`src/design/usg_pkg.sv`:
```
// ---------------------------------------------------------------------------
// usg_pkg
// Shared constants, types and tables for the UV-sphere mesh generator.
// ---------------------------------------------------------------------------
package usg_pkg;

    localparam int MaxSegments = 256;
    localparam int MaxRings    = 256;
    localparam int CordicSteps = 16;
    localparam int MinCount    = 3;

    localparam int CntW  = 9;
    localparam int IdxW  = 16;
    localparam int AngW  = 16;
    localparam int RadW  = 16;
    localparam int PosW  = 17;
    localparam int StepW = $clog2(CordicSteps + 1);

    // Register indexes
    localparam logic [2:0] RegSegCount = 3'd0;
    localparam logic [2:0] RegRingCount = 3'd1;
    localparam logic [2:0] RegRadius   = 3'd2;
    localparam logic [2:0] RegRingStep = 3'd3;
    localparam logic [2:0] RegSegStep  = 3'd4;

    localparam logic signed [35:0] CordicGain = 36'sd652032874;
    localparam logic signed [35:0] PosMax = 36'sd65535;
    localparam logic signed [35:0] PosMin = -36'sd65536;

    // Walk phases
    typedef enum logic [2:0] {
        PH_RING    = 3'd0,
        PH_BAND_A  = 3'd1,
        PH_BAND_B  = 3'd2,
        PH_TOP_VTX = 3'd3,
        PH_TOP_FAN = 3'd4,
        PH_BOT_VTX = 3'd5,
        PH_BOT_FAN = 3'd6
    } t_phase;

    // Datapath command from the controller
    typedef struct packed {
        logic start;     // accept item: compute and advance
        logic restart;
    } t_cmd;

    typedef struct packed {
        logic busy;
        logic done;      // result register loaded this cycle
    } t_status;

    function automatic logic [31:0] atan_turns(input logic [4:0] i);
        logic [31:0] v;
        case (i)
            5'd0:  v = 32'h20000000;  5'd1:  v = 32'h12E4051E;
            5'd2:  v = 32'h09FB385B;  5'd3:  v = 32'h051111D4;
            5'd4:  v = 32'h028B0D43;  5'd5:  v = 32'h0145D7E1;
            5'd6:  v = 32'h00A2F61E;  5'd7:  v = 32'h00517C55;
            5'd8:  v = 32'h0028BE53;  5'd9:  v = 32'h00145F2F;
            5'd10: v = 32'h000A2F98;  5'd11: v = 32'h000517CC;
            5'd12: v = 32'h00028BE6;  5'd13: v = 32'h000145F3;
            5'd14: v = 32'h0000A2FA;  5'd15: v = 32'h0000517D;
            5'd16: v = 32'h000028BE;  5'd17: v = 32'h0000145F;
            5'd18: v = 32'h00000A30;  5'd19: v = 32'h00000518;
            5'd20: v = 32'h0000028C;  5'd21: v = 32'h00000146;
            5'd22: v = 32'h000000A3;  5'd23: v = 32'h00000051;
            default: v = 32'h0;
        endcase
        return v;
    endfunction

endpackage

```
`src/design/usg_ctrl.sv`:
```
// ---------------------------------------------------------------------------
// usg_ctrl
// Handshake controller: accepts an item, runs the datapath, holds the result.
// ---------------------------------------------------------------------------
module usg_ctrl (
    input  logic            i_clk,
    input  logic            i_rst_n,
    input  logic            i_valid,
    output logic            o_stall,
    output logic            o_valid,
    input  logic            i_stall,
    input  logic            i_restart,
    output usg_pkg::t_cmd   o_cmd,
    input  usg_pkg::t_status i_status
);
    import usg_pkg::*;

    typedef enum logic [2:0] {
        S_IDLE = 3'b001,
        S_RUN  = 3'b010,
        S_OUT  = 3'b100
    } t_state;

    t_state r_state, n_state;
    logic   accept;

    // Accept when nothing is in flight; the result register may still be
    // waiting, so allow accept in S_OUT only when it is taken this cycle.
    assign accept  = i_valid && !o_stall;
    assign o_stall = !((r_state == S_IDLE) || (r_state == S_OUT && !i_stall));
    assign o_valid = (r_state == S_OUT);
    assign o_cmd.start   = accept;
    assign o_cmd.restart = i_restart;

    always_comb begin
        n_state = r_state;
        unique case (r_state)
            S_IDLE: if (accept) n_state = S_RUN;
            S_RUN:  if (i_status.done) n_state = S_OUT;
            S_OUT: begin
                if (!i_stall) n_state = accept ? S_RUN : S_IDLE;
            end
            default: n_state = S_IDLE;
        endcase
    end

    always_ff @(posedge i_clk) begin
        if (!i_rst_n) r_state <= S_IDLE;
        else          r_state <= n_state;
    end
endmodule

```
`config.mk`:
```
export PLATFORM = sky130hd
export DESIGN_NAME = usg_ctrl
export DESIGN_NICKNAME = d
export VERILOG_FILES = /design/src/design/usg_pkg.sv /design/src/design/usg_ctrl.sv
export SDC_FILE = /design/constraint.sdc
export NUM_CORES = 1
export LEC_CHECK = 0
export BUFFER_PORTS_ARGS = -buffer_cell sky130_fd_sc_hd__clkbuf_2
export CAP_MARGIN = 20
export CORE_AREA = 2 2 39 41
export CTS_BUF_LIST = sky130_fd_sc_hd__clkbuf_8 sky130_fd_sc_hd__clkbuf_16
export DETAILED_ROUTE_END_ITERATION = 6
export DIE_AREA = 0 0 41 43
export GPL_TIMING_DRIVEN = 0
export REMOVE_ABC_BUFFERS = 1
export SLEW_MARGIN = 10
export SYNTH_ARGS = -nofsm -noshare
export SYNTH_HDL_FRONTEND = slang
export SYNTH_SLANG_ARGS = --single-unit
```
`constraint.sdc`:
```
create_clock -name i_clk -period 1.3 [get_ports i_clk]
set_clock_uncertainty 0.05 [all_clocks]
set_input_delay 0.26 -clock i_clk [delete_from_list [all_inputs] [get_ports i_clk]]
set_output_delay 0.26 -clock i_clk [all_outputs]
set_load 0.1 [all_outputs]
```
-- Word-level counts from Yosys, hierarchy flattened
Cells that the tools add are included.
- register bits after elaboration: 3
- latch bits: 0
- RAM bits: 0
- bits in read-only memories: 0
- output and inout port bits: 4
- word-level logic and storage cells: 18
- memories: 0
- $add $sub $neg: 0
- multiply operators: 0
- div/mod/pow operators: 0
- order comparisons: 0
- equality and inequality tests: 6
- shift operators: 0
- mux-type cells: 5
- bitwise logic cells: 0
- reduce and logical (&&, ||, !) cells: 6
- operators by type and width (cell ; count):
    $mux 3 ; 3
    $pmux 3 s3 ; 1
    $ne 2x2->1 const B ; 3
    $eq 3x1->1 const B ; 1
    $eq 3x2->1 const B ; 1
    $eq 3x3->1 const B ; 1
    $reduce_and 3->1 ; 1
    $logic_and 1x1->1 ; 2
    $logic_not 1->1 ; 2
    $mux 2 ; 1
    $logic_or 1x1->1 ; 1

-- Longest topological paths before layout
Gate-level depths: netlist (run 1).
- depth after elaboration: 7
- mapped depth: 4
- mapped depth without buffers: 3

-- Worst setup path after synthesis (run 1)
OpenSTA, ideal clock, no wires.
- path type: register to output
- start point: register r_state[2]
- end point: output o_cmd[1] (netlist bit)
- arrival: 2.442 ns
- path slack: -1.452 ns
- cell stages (with the launch flop): 5
- buffers on the path: 1
- cell sequence: dfxtp_1 -> and2b_2 -> o21bai_1 -> nor2_1 -> buf_4
- cells in the longest elaborated chain, start to end: 4
- elaborated cells between the ends (all ways): 5
- classes of those cells: eq/ne (2); reduce/logical (3)
- RTL lines (item ; RTL line ; source):
    from (decl) ; usg_ctrl.sv:24 ; t_state r_state, n_state;
    from (signal assigned) ; usg_ctrl.sv:49 ; else r_state <= n_state;
    $eq 3x3->1 ; usg_ctrl.sv:30 ; assign o_stall = !((r_state == S_IDLE) || (r_state == S_OUT && !i_stall));
    $logic_and 1x1->1 ; usg_ctrl.sv:30 ;
    $logic_or 1x1->1 * ; usg_ctrl.sv:30 ;
    $logic_and 1x1->1 * ; usg_ctrl.sv:29 ; assign accept = i_valid && !o_stall;
    to (decl) ; usg_ctrl.sv:13 ; output usg_pkg::t_cmd o_cmd,
Mark *: on every way between the ends. The rest lies on a longest branch, timed or not.

==> results by stage, run 1 <==
Worst hold path:
- The class of the tightest hold or removal check is input pin to register.

Flow run:
- Across the run, the number of max-cap violations was 0.

Global route:
- The via count of the first global-routing pass is 210.
- For this run, the total global-route usage over all layers was measured as 0.0731.
- The overall overflow remaining after global route is 0.
- The first global-routing pass estimated 765 µm of wire.
- The number of antenna violations at the first check in global routing is 0.
- Entering global routing, the biggest net connects 8 pins.

STA:
- The worst max-slew margin expressed relative to the limit is 0.888.
- Across all setup checks in the final design, the least slack found is -193 ps.
- Static timing analysis puts the maximum clock frequency at about 670 MHz.
- The final period utilization is 1.15.
- The setup violation total in the final timing report is 3.
- The worst hold slack is ~200 ps.
- The number of pins exceeding their max-slew limit in the final report is 0.
- Adding up every negative setup slack in the final design gives -517 ps.
- The number of hold violations in the final report was 0.
- Setup repair after global routing could not meet its margin everywhere.
- The shortest clock period the worst path allows after layout is 1490 ps.
- The worst-margin pin slew is 167 ps.

Worst setup path:
- For this run, the slowest stage of the critical path takes 340 ps.
- The endpoint of the lowest-slack register-to-register path is r_state[1].
- The worst reg2reg path startpoint is r_state[2].
- The end point of the critical path is o_cmd[1].
- The arrival time of the worst setup path is 1180 ps.
- In this run the worst setup path begins at r_state[0].
- The number of buffers and inverters on the critical path is 1.
- The critical path runs through a total of 4 cells.
- The minimum setup slack among reg-to-reg paths is 200 ps.
- The required arrival time at the worst endpoint is 990 ps.
- The endpoint type of the worst setup path is an output port.
- The highest fanout seen on the critical path is 4.
- Traced cell by cell, the critical path runs through nor3b_2, o21bai_2, nor2_2, buf_12.
- On the critical path, the stage with the largest delay is an instance of dfxtp_4.
- The type of the worst setup path is register to output port.
- The cell family contributing the most delay on the critical path is flip-flops.
- The sort of element at the start of the critical path is a register.
- The cell depth of the worst flop-to-flop path is 4.

Layout:
- Once layout is done, the placed cells without fillers occupy 363 µm².
- The number of nets in the finished design is 45.
- The area added between synthesis and finish is 71.6%.
- The number of antenna cells inserted is 0.
- The largest registers in the layout are r_state (3).
- More flip-flops sit in one register than any other, and that register is r_state.
- The flip-flop count of the largest register after layout is 3.
- The count of cells in the finished layout, fillers not included, comes to 53.
- The layout has around 160 filler cells.
- The fraction of final layout cells with drive strength greater than 1 is 0.568.

CTS:
- The clock tree buffer depth is 2.
- In this run the number of H-tree levels came out at 1.
- At the later pin of the worst-skew pair, clock insertion delay measures about 210 ps.
- Clock-pin slew was measured on the worst setup and hold paths at 30 ps.
- Clock tree synthesis selected as its root buffer the cell clkbuf_8.
- The number of buffers inserted during clock tree synthesis is 3.
- CTS saw 3 sinks.
- The clock tree from TritonCTS is yes.

Drt:
- The routed via count is 217.
- In this run the remaining antenna-violating nets after routing total 0.
- The remaining routing DRC violations is 0.
- The detail-routed net length per standard cell is 9.15 µm.
- The via-per-instance ratio is 4.09.
- The initial detailed-routing violation count is 1.
- For this run, the detailed router's first-pass iteration total came to 3.
- The overall routed net length is between 400 and 500 µm.

Power and ir drop:
- The internal power of the cells is approximately 0.34 mW.
- The part of the power in registers is 0.211.
- The clock power share is 0.530.
- Of the total power, combinational logic draws 0.259.
- The static leakage is 0.142 nW.
- The proportion of total power due to net switching is 0.288.
- Summed over all nets, the switching power comes to roughly 0.14 mW.
- The total power consumption of the routed design is 0.481 mW.
- Across the VDD grid, the largest voltage drop is 383 µV.
- Dividing total power by cell area gives a power density of 1330 nW/µm².

Synth:
- The number of enable flip-flop cells after synthesis is 0.
- The count of mapped cells out of synthesis is 26.
- The dominant synthesized flop cell is dfxtp_1.
- nor2_1 is the most common cell in the netlist.
- The biggest area contributor in the post-synthesis netlist is dfxtp_1.
- In this run the mean area of a mapped cell was 8.13 µm².
- In this run the cell area of the synthesized design comes to 211 µm².
- The share of synthesized flip-flops with an asynchronous set or reset is 0.
- Synthesis instantiated 18 different standard cells from the library.
- For this run, the register share of the synthesized area comes to 0.284.
- Ranked by total cell area, the synthesized netlist is headed by dfxtp_1, buf_4, nand3b_1.
- After synthesis the netlist holds a flip-flop and latch count of 3.
- In the synthesized netlist, the cells that appear most often are nor2_1, dfxtp_1, buf_4, nand3b_1, nor3b_1.
- The Yosys step of the flow raised 0 warnings.
- Of the post-synthesis cell area, the dominant cell type holds 0.284.

Run status:
- The checks that failed: negative setup slack.
- The flow ran to the end, but the final reports show violations.

Floorplan:
- The starting density of the core is 0.153.
- The floorplan step set the die height to 43 µm.
- The core region is 1380 µm².
- The die area is 1760 µm².
- For this design the top-level I/O count stands at 11.
- The horizontal die dimension is around 41 µm.
- The number of cell rows is 14.

Place:
- The number of placed instances, taps included is 47.
- The weighted congestion reported at the end of routability-driven placement is 0.574.
- Port buffering added 7 buffers.
- Summing all placed instances gives a cell area of 251 µm².
## how the worst min path moves through the flow
stage,start,endpoint,slack [ps],depth (start not counted)
2_1_floorplan,i_rst_n,r_state[0],290,1
3_3_place_gp,i_rst_n,r_state[0],410,2
3_5_place_dp,i_rst_n,r_state[0],440,2
4_1_cts,i_rst_n,r_state[0],210,2
5_1_grt,i_rst_n,r_state[0],240,2
6_report,i_rst_n,r_state[0],200,2
## cell families (layout without fill, tap and decap cells)
group                  count (synthesis)  count (layout)  synth area share
DFF                                    3               3             0.284
and+or+nand+nor                       14              14             0.414
AOI/OAI and AO/OA                      6               6             0.213
buffers and inverters                  3              14            0.0887
## cell type report
type / instances / area, µm² / area share
inverter: 1 / 3.75 / 0.0103
timing repair buffer: 9 / 82.6 / 0.228
clock buffer: 3 / 41.3 / 0.114
sequential: 3 / 67.6 / 0.186
multi-input combinational: 20 / 144 / 0.397
tap: 16 / 20.0 / 0.0552
clock inverter: 1 / 3.75 / 0.0103
## worst register-to-register path, stage by stage (launching register included)
cell	delay, ps
dfxtp_4	330
buf_4	150
or2b_1	220
o32a_1	180
o21ai_2	100
## repair_timing
| action | CTS | global route |
|---|---|---|
| pin swaps | 1 | 0 |
| resized for setup | 11 | 4 |
| endpoints found under the setup margin | 3 | 3 |
| setup buffers | 2 | 0 |
| hold buffers | 0 | 0 |
## per-layer routing
layer  share of wire  GRT usage
met1            0.41     0.0607
met5               0          0
met2            0.49      0.103
met4               0     0.0600
met3           0.097     0.0628
## through the flow
step	utilization	setup slack (ps)
global route	0.262	-237
detailed placement	0.182	-336
global placement	0.182	-318
floorplan	-	-2100
CTS	0.253	-228
finish	0.262	-193
## power groups by stage
stage                     registers, mW  logic, mW  clock network [mW]
after global routing              0.102      0.132               0.271
after CTS                         0.102      0.115               0.265
after floorplan                   0.105     0.0785                   0
after detailed placement          0.107     0.0970                   0
after global placement            0.106     0.0957                   0
final                             0.101      0.125               0.255
## placed cells by master, fill, tap and decap left out, types with 2 or more instances in the layout
master | netlist | final
clkbuf_8 | 0 | 5
clkbuf_2 | 0 | 4
nor2_1 | 4 | 3
inv_1 | 1 | 2
nand3b_1 | 2 | 2
dfxtp_4 | 0 | 2
buf_4 | 2 | 2
Power figures use the tool's default switching activity.
==> inputs of run 2 (changes only) <==
clock period = 1.71 ns   (was 1.3 ns; I/O delays follow)
==> results by stage, run 2 (synthesis gave the netlist of run 1 again) <==
Drt:
- The overall routed net length was 465 µm (-4.1%).
- The initial detailed-routing violation count is 0 (-1).
- The number of antenna-violating nets in the routed design came to 0 (unchanged).
- The routed via count is 211 (-2.8%).
- The detail-routed net length per standard cell is 9.12 µm (-0.36%).
- The via-per-instance ratio is 4.14 (+1.0%).
- The number of detailed-route iterations in the first pass is 1 (-2).
- The remaining routing DRC violations is 0 (unchanged).

Power and ir drop:
- The total power per unit cell area is 1100 nW/µm² (-17%).
- The switching component of the power was 0.103 mW (-26%).
- The proportion of total power due to net switching is 0.286 (-0.00184).
- The static leakage is 0.127 nW (-11%).
- The part of the power in registers is 0.226 (+0.015).
- The worst IR drop on VDD was 283 µV (-26%).
- The total power consumption of the routed design is 0.359 mW (-25%).
- The clock power share is 0.540 (+0.010).
- The fraction of power consumed by combinational cells was 0.234 (-0.025).
- The internal power of the cells is 0.257 mW (-25%).

Floorplan:
- The number of cell rows is 14 (unchanged).
- The horizontal die dimension is 41 µm (unchanged).
- The die area was 1760 µm² (unchanged).
- The number of I/O pins came to 11 (unchanged).
- The starting density of the core was 0.153 (unchanged).
- The die boundary height is 43 µm (unchanged).
- The area of the placeable core is 1380 µm² (unchanged).

Layout:
- The area added between synthesis and finish is 55.0%.
- The library cell used most frequently in the layout, excluding fill and tap cells, is clkbuf_8.
- The core utilization of the finished layout was 0.237 (-0.0253).
- The post-route non-filler standard cell count is 51 (-3.8%).
- More flip-flops sit in one register than any other, and that register is r_state.
- In the layout the commonest cells are clkbuf_8, nor2_1, clkbuf_2.
- The number of antenna cells inserted is 0 (unchanged).
- The final instance area came to 328 µm² (-9.7%).
- The fraction of final layout cells with drive strength greater than 1 is 0.514 (-0.0533).
- The number of nets in the finished design was 43 (-4.4%).
- The flip-flop count of the largest register after layout is 3 (unchanged).
- The largest registers in the layout are r_state (3).

Worst setup path:
- In this run the critical register-to-register path is launched from r_state[1].
- The minimum setup slack among reg-to-reg paths is 650 ps (+450 ps).
- The end point of the critical path is o_cmd[1].
- The number of buffer and inverter instances along the worst setup path was 1 (unchanged).
- The arrival time of the worst setup path is 1250 ps (+70 ps).
- The endpoint of the lowest-slack register-to-register path is r_state[1].
- The path length in cells of the critical path is 4 (unchanged).
- The endpoint type of the worst setup path is an output port.
- The slowest library cell on the worst path is dfxtp_2.
- The highest fanout seen on the critical path came to 8 (+4).
- The worst setup path is launched from a register.
- The critical path is of the register to output port type.
- Grouping stages by cell kind, the critical path spends the most delay in flip-flops.
- The cell depth of the worst flop-to-flop path is 3 (-1).
- The critical path starts at r_state[2].
- The signal on the critical path passes through and2b_2, o21bai_2, nor2_1, clkbuf_8.
- The stage delay of the slowest cell on the critical path was 380 ps (+40 ps).
- The required arrival time at the worst endpoint came to 1320 ps (+330 ps).

CTS:
- The clock tree buffer depth came to 2 (unchanged).
- The latest clock arrival within the worst-skew pair is 210 ps (about the same).
- The count of H-tree levels built during CTS is 1 (unchanged).
- The post-CTS setup buffer count was 0 (-2).
- The total of hold buffers inserted after clock tree synthesis is 0 (unchanged).
- The total clock sinks was 3 (unchanged).
- The number of buffers inserted during clock tree synthesis is 3 (unchanged).
- The clock tree from TritonCTS is yes.
- The clock slew at the register clock pins of the worst setup and hold paths is 30 ps (about the same).
- The library cell used as clock root buffer is clkbuf_8.

Worst hold path:
- The worst hold path begins at i_rst_n.
- The path class of the tightest hold or removal check is input pin to register.

STA:
- Setup repair after global routing left no endpoint under its margin.
- The setup violation total in the final timing report was 0 (-3).
- The number of hold violations in the final report is 0 (unchanged).
- Dividing the final minimum period by the clock period gives 0.961.
- The clock period could shrink to 1640 ps.
- For this run, the top clock speed supported by timing is 608 MHz.
- The worst max-slew margin expressed relative to the limit is 0.801 (-0.0874).
- The worst-margin pin slew was 300 ps (+133 ps).
- The final worst setup slack is 66.1 ps (+259 ps).
- The number of pins exceeding their max-slew limit in the final report is 0 (unchanged).

Place:
- The weighted congestion reported at the end of routability-driven placement was 0.574 (unchanged).
- The number of port buffers is 7 (unchanged).
- The number of placed instances, taps included is 47 (unchanged).
- The post-detailed-placement cell area came to 251 µm² (unchanged).
- The worst slack at placement came to -8.21 ps (+328 ps).

Global route:
- The number of antenna violations at the first check in global routing came to 0 (unchanged).
- The via count of the first global-routing pass is 177 (-16%).
- The global-route wire length before repair came to 683 µm (-11%).
- The overall global routing resource usage is 0.0671 (-0.00601).
- The overall overflow remaining after global route is 0 (unchanged).
- The maximum number of pins on one net before global-route repair is 9 (+1).

Flow run:
- The max-cap violation count is 0 (unchanged).

Run status:
- The run finished with clean final reports.
run 2: repair_timing:
action	in CTS	in global routing
resized for setup	5	5
endpoints found under the setup margin	3	3
endpoints found under the hold margin	0	0
run 2: power groups by stage:
stage,clock network [mW],registers (mW),logic (mW)
after floorplan,0,0.0797,0.0597
after CTS,0.201,0.0805,0.0828
after detailed placement,0,0.0814,0.0737
final,0.194,0.0811,0.0842
after global routing,0.206,0.0817,0.0892
after global placement,0,0.0808,0.0728
run 2: layout make-up:
type	instances	area [µm²]
multi-input combinational	20	141
clock inverter	1	3.75
fill	168	1060
clock buffer	3	41.3
tap	16	20.0
sequential	3	62.6
inverter	1	3.75
timing repair buffer	7	55.1
run 2: routing by layer:
metal	vias up	wire length, µm	track usage	share of wire
li1	108	-	-	-
met1	94	199	0.0607	0.43
met2	9	220	0.0844	0.47
met3	0	45	0.0628	0.097
met4	0	0	0.0600	0
met5	-	0	0	0
run 2: worst min-delay path by stage:
stage	endpoint	depth (start not counted)
detailed placement	r_state[2]	2
global placement	r_state[2]	2
floorplan	r_state[0]	1
CTS	r_state[0]	2
global route	r_state[0]	2
finish	r_state[0]	2
run 2: metrics by stage:
step | hold slack (ps) | setup TNS (ps)
floorplan | 368 | -2980
global placement | 489 | 0
detailed placement | 495 | -8.21
CTS | 294 | 0
global route | 320 | 0
finish | 286 | 0
==> inputs of run 3 (changes only) <==
clock period = 1.89 ns   (was 1.71 ns; I/O delays follow)
==> results by stage, run 3 (synthesis gave the netlist of run 1 again) <==
Drt:
- The number of antenna-violating nets in the routed design came to 0 (unchanged).
- The routed via count is 202 (-4.3%).
- The via-per-instance ratio came to 3.96 (-4.3%).
- The remaining routing DRC violations is 0 (unchanged).
- The initial detailed-routing violation count was 0 (unchanged).
- The overall routed net length is 448 µm (-3.7%).
- The number of detailed-route iterations in the first pass was 1 (unchanged).
- The detail-routed net length per standard cell is 8.78 µm (-3.7%).

CTS:
- The count of H-tree levels built during CTS was 1 (unchanged).
- The total clock sinks came to 3 (unchanged).
- The tree is rooted in a clkbuf_8.
- The latest clock arrival within the worst-skew pair is 210 ps (about the same).
- The clock tree buffer depth is 2 (unchanged).
- The total of hold buffers inserted after clock tree synthesis is 0 (unchanged).
- TritonCTS built the clock tree.
- The number of buffers inserted during clock tree synthesis is 3 (unchanged).
- The clock slew at the register clock pins of the worst setup and hold paths was 30 ps (about the same).

STA:
- The worst-margin pin slew is 537 ps (+237 ps).
- The number of pins exceeding their max-slew limit in the final report is 0 (unchanged).
- The final worst setup slack is 137 ps (+71.0 ps).
- Setup repair after global routing left no endpoint under its margin.
- The number of hold violations in the final report is 0 (unchanged).
- The upper clock frequency limit is approximately 570 MHz.
- The setup violation total in the final timing report is 0 (unchanged).
- The shortest clock period the worst path allows after layout is around 1800 ps.
- Dividing the final minimum period by the clock period gives 0.927.
- The worst max-slew margin expressed relative to the limit is 0.643 (-0.158).

Worst hold path:
- The class of the tightest hold or removal check is input pin to register.
- The startpoint identified for the worst hold timing path is i_rst_n.
- The worst hold path terminates at r_state[0].
- The depth of the worst hold-timing path is 2 (unchanged).

Layout:
- The number of antenna cells inserted is 0 (unchanged).
- The fraction of final layout cells with drive strength greater than 1 is 0.429 (-0.0857).
- Compared with the post-synthesis result, the final layout area differs by 43.2%.
- The library cells used most frequently in the layout, excluding fill and tap cells, are clkbuf_2, nor2_1, clkbuf_8.
- The core utilization of the finished layout came to 0.219 (-0.0181).
- The number of nets in the finished design is 43 (unchanged).
- The flip-flop count of the largest register after layout is 3 (unchanged).
- The post-route non-filler standard cell count is 51 (unchanged).
- The register ranked first by flip-flop count is r_state.
- The leading cell type in the layout, fill and taps excluded is clkbuf_2.
- The largest registers in the layout are r_state (3).

Global route:
- The global routing usage on met1 is 0.0607 (unchanged).
- The overall global routing resource usage is 0.0671 (unchanged).
- The most used routing layer in global routing is met2.
- The maximum number of pins on one net before global-route repair is 9 (unchanged).
- The overall overflow remaining after global route was 0 (unchanged).
- The global-route track usage on met2 is 0.0844 (unchanged).
- The via count of the first global-routing pass is 177 (unchanged).
- The number of antenna violations at the first check in global routing is 0 (unchanged).
- The met3 demand-to-capacity share in global routing is 0.0628 (unchanged).
- The global-route wire length before repair is 683 µm (unchanged).

Place:
- The worst slack at placement is 136 ps (+144 ps).
- The number of port buffers was 7 (unchanged).
- The number of placed instances, taps included came to 47 (unchanged).
- The weighted congestion reported at the end of routability-driven placement was 0.574 (unchanged).

Power and ir drop:
- The total power per unit cell area is 1050 nW/µm² (-4.4%).
- The static leakage is 0.119 nW (-6.4%).
- The total power consumption of the routed design was 0.317 mW (-12%).
- The worst IR drop on VDD is 254 µV (-10%).

Floorplan:
- The number of I/O pins is 11 (unchanged).
- The number of cell rows is 14 (unchanged).
- The die boundary height is 43 µm (unchanged).
- The horizontal die dimension is 41 µm (unchanged).
- The die area is 1760 µm² (unchanged).
- The area of the placeable core is 1380 µm² (unchanged).
- The starting density of the core is 0.153 (unchanged).

Worst setup path:
- The cell depth of the worst flop-to-flop path is 3 (unchanged).
- The endpoint type of the worst setup path is an output port.
- The endpoint of the lowest-slack register-to-register path is r_state[1].
- The worst setup path is launched from a register.
- The required arrival time at the worst endpoint is 1460 ps (+140 ps).
- The minimum setup slack among reg-to-reg paths is 830 ps (+180 ps).
- The arrival time of the worst setup path is 1320 ps (+70 ps).
- The highest fanout seen on the critical path is 8 (unchanged).
- The worst register-to-register path begins at r_state[1].
- The type of the worst setup path is register to output port.

Flow run:
- The max-cap violation count is 0 (unchanged).

Run status:
- The flow ran to the end, and the final reports show no timing, DRC or antenna violations.
==> run 3: cell types whose count changed in the layout (fill, tap and decap cells not counted), sizes merged <==
cell    previous run  this run
buf                0         1
clkbuf            10         9
==> run 3: where the power goes <==
part | total (mW) | internal (mW) | switching [mW]
Clock | 0.175 | 0.138 | 0.0376
Sequential | 0.0727 | 0.0673 | 0.00538
Combinational | 0.0689 | 0.0205 | 0.0484
Total | 0.317 | 0.226 | 0.0914
==> run 3: cell type report <==
class                           count  area (µm²)
Clock buffer                        3        41.3
Clock inverter                      1        3.75
Fill cell                         173        1080
Inverter                            1        3.75
Multi-Input combinational cell     20         133
Sequential cell                     3        61.3
Tap cell                           16        20.0
Timing Repair Buffer                7        40.0
==> run 3: critical path, stage by stage (launching register included) <==
cell and delay (ps):
dfxtp_1 440, and2b_2 180, o21bai_1 80, nor2_1 90
clkbuf_4 330
==> run 3: how the worst max path moves through the flow <==
stage / startpoint / end / slack, ps / cells after the start
floorplan: r_state[2] / o_cmd[1] / -1620 / 3
global placement: r_state[2] / o_stall / 150 / 3
detailed placement: r_state[2] / o_stall / 140 / 3
CTS: r_state[2] / o_stall / 30 / 3
global route: r_state[0] / o_cmd[1] / 60 / 4
finish: r_state[0] / o_cmd[1] / 140 / 4
==> run 3: per-stage QoR <==
stage	cell area [µm²]	hold slack [ps]	setup TNS, ps
5_1_grt	303	356	0
6_report	303	322	0
4_1_cts	302	330	0
2_1_floorplan	196	404	-2540
3_3_place_gp	251	489	0
3_5_place_dp	251	495	0
==> run 3: repair_timing <==
action,CTS,global route
endpoints found under the setup margin,2,2
setup buffers,0,0
gates resized for setup,2,2
==> run 3: layer usage <==
| layer | up-vias | wire (µm) |
|---|---|---|
| li1 | 108 | - |
| met1 | 85 | 200 |
| met2 | 9 | 197 |
| met3 | 0 | 50 |
| met4 | 0 | 0 |
| met5 | - | 0 |
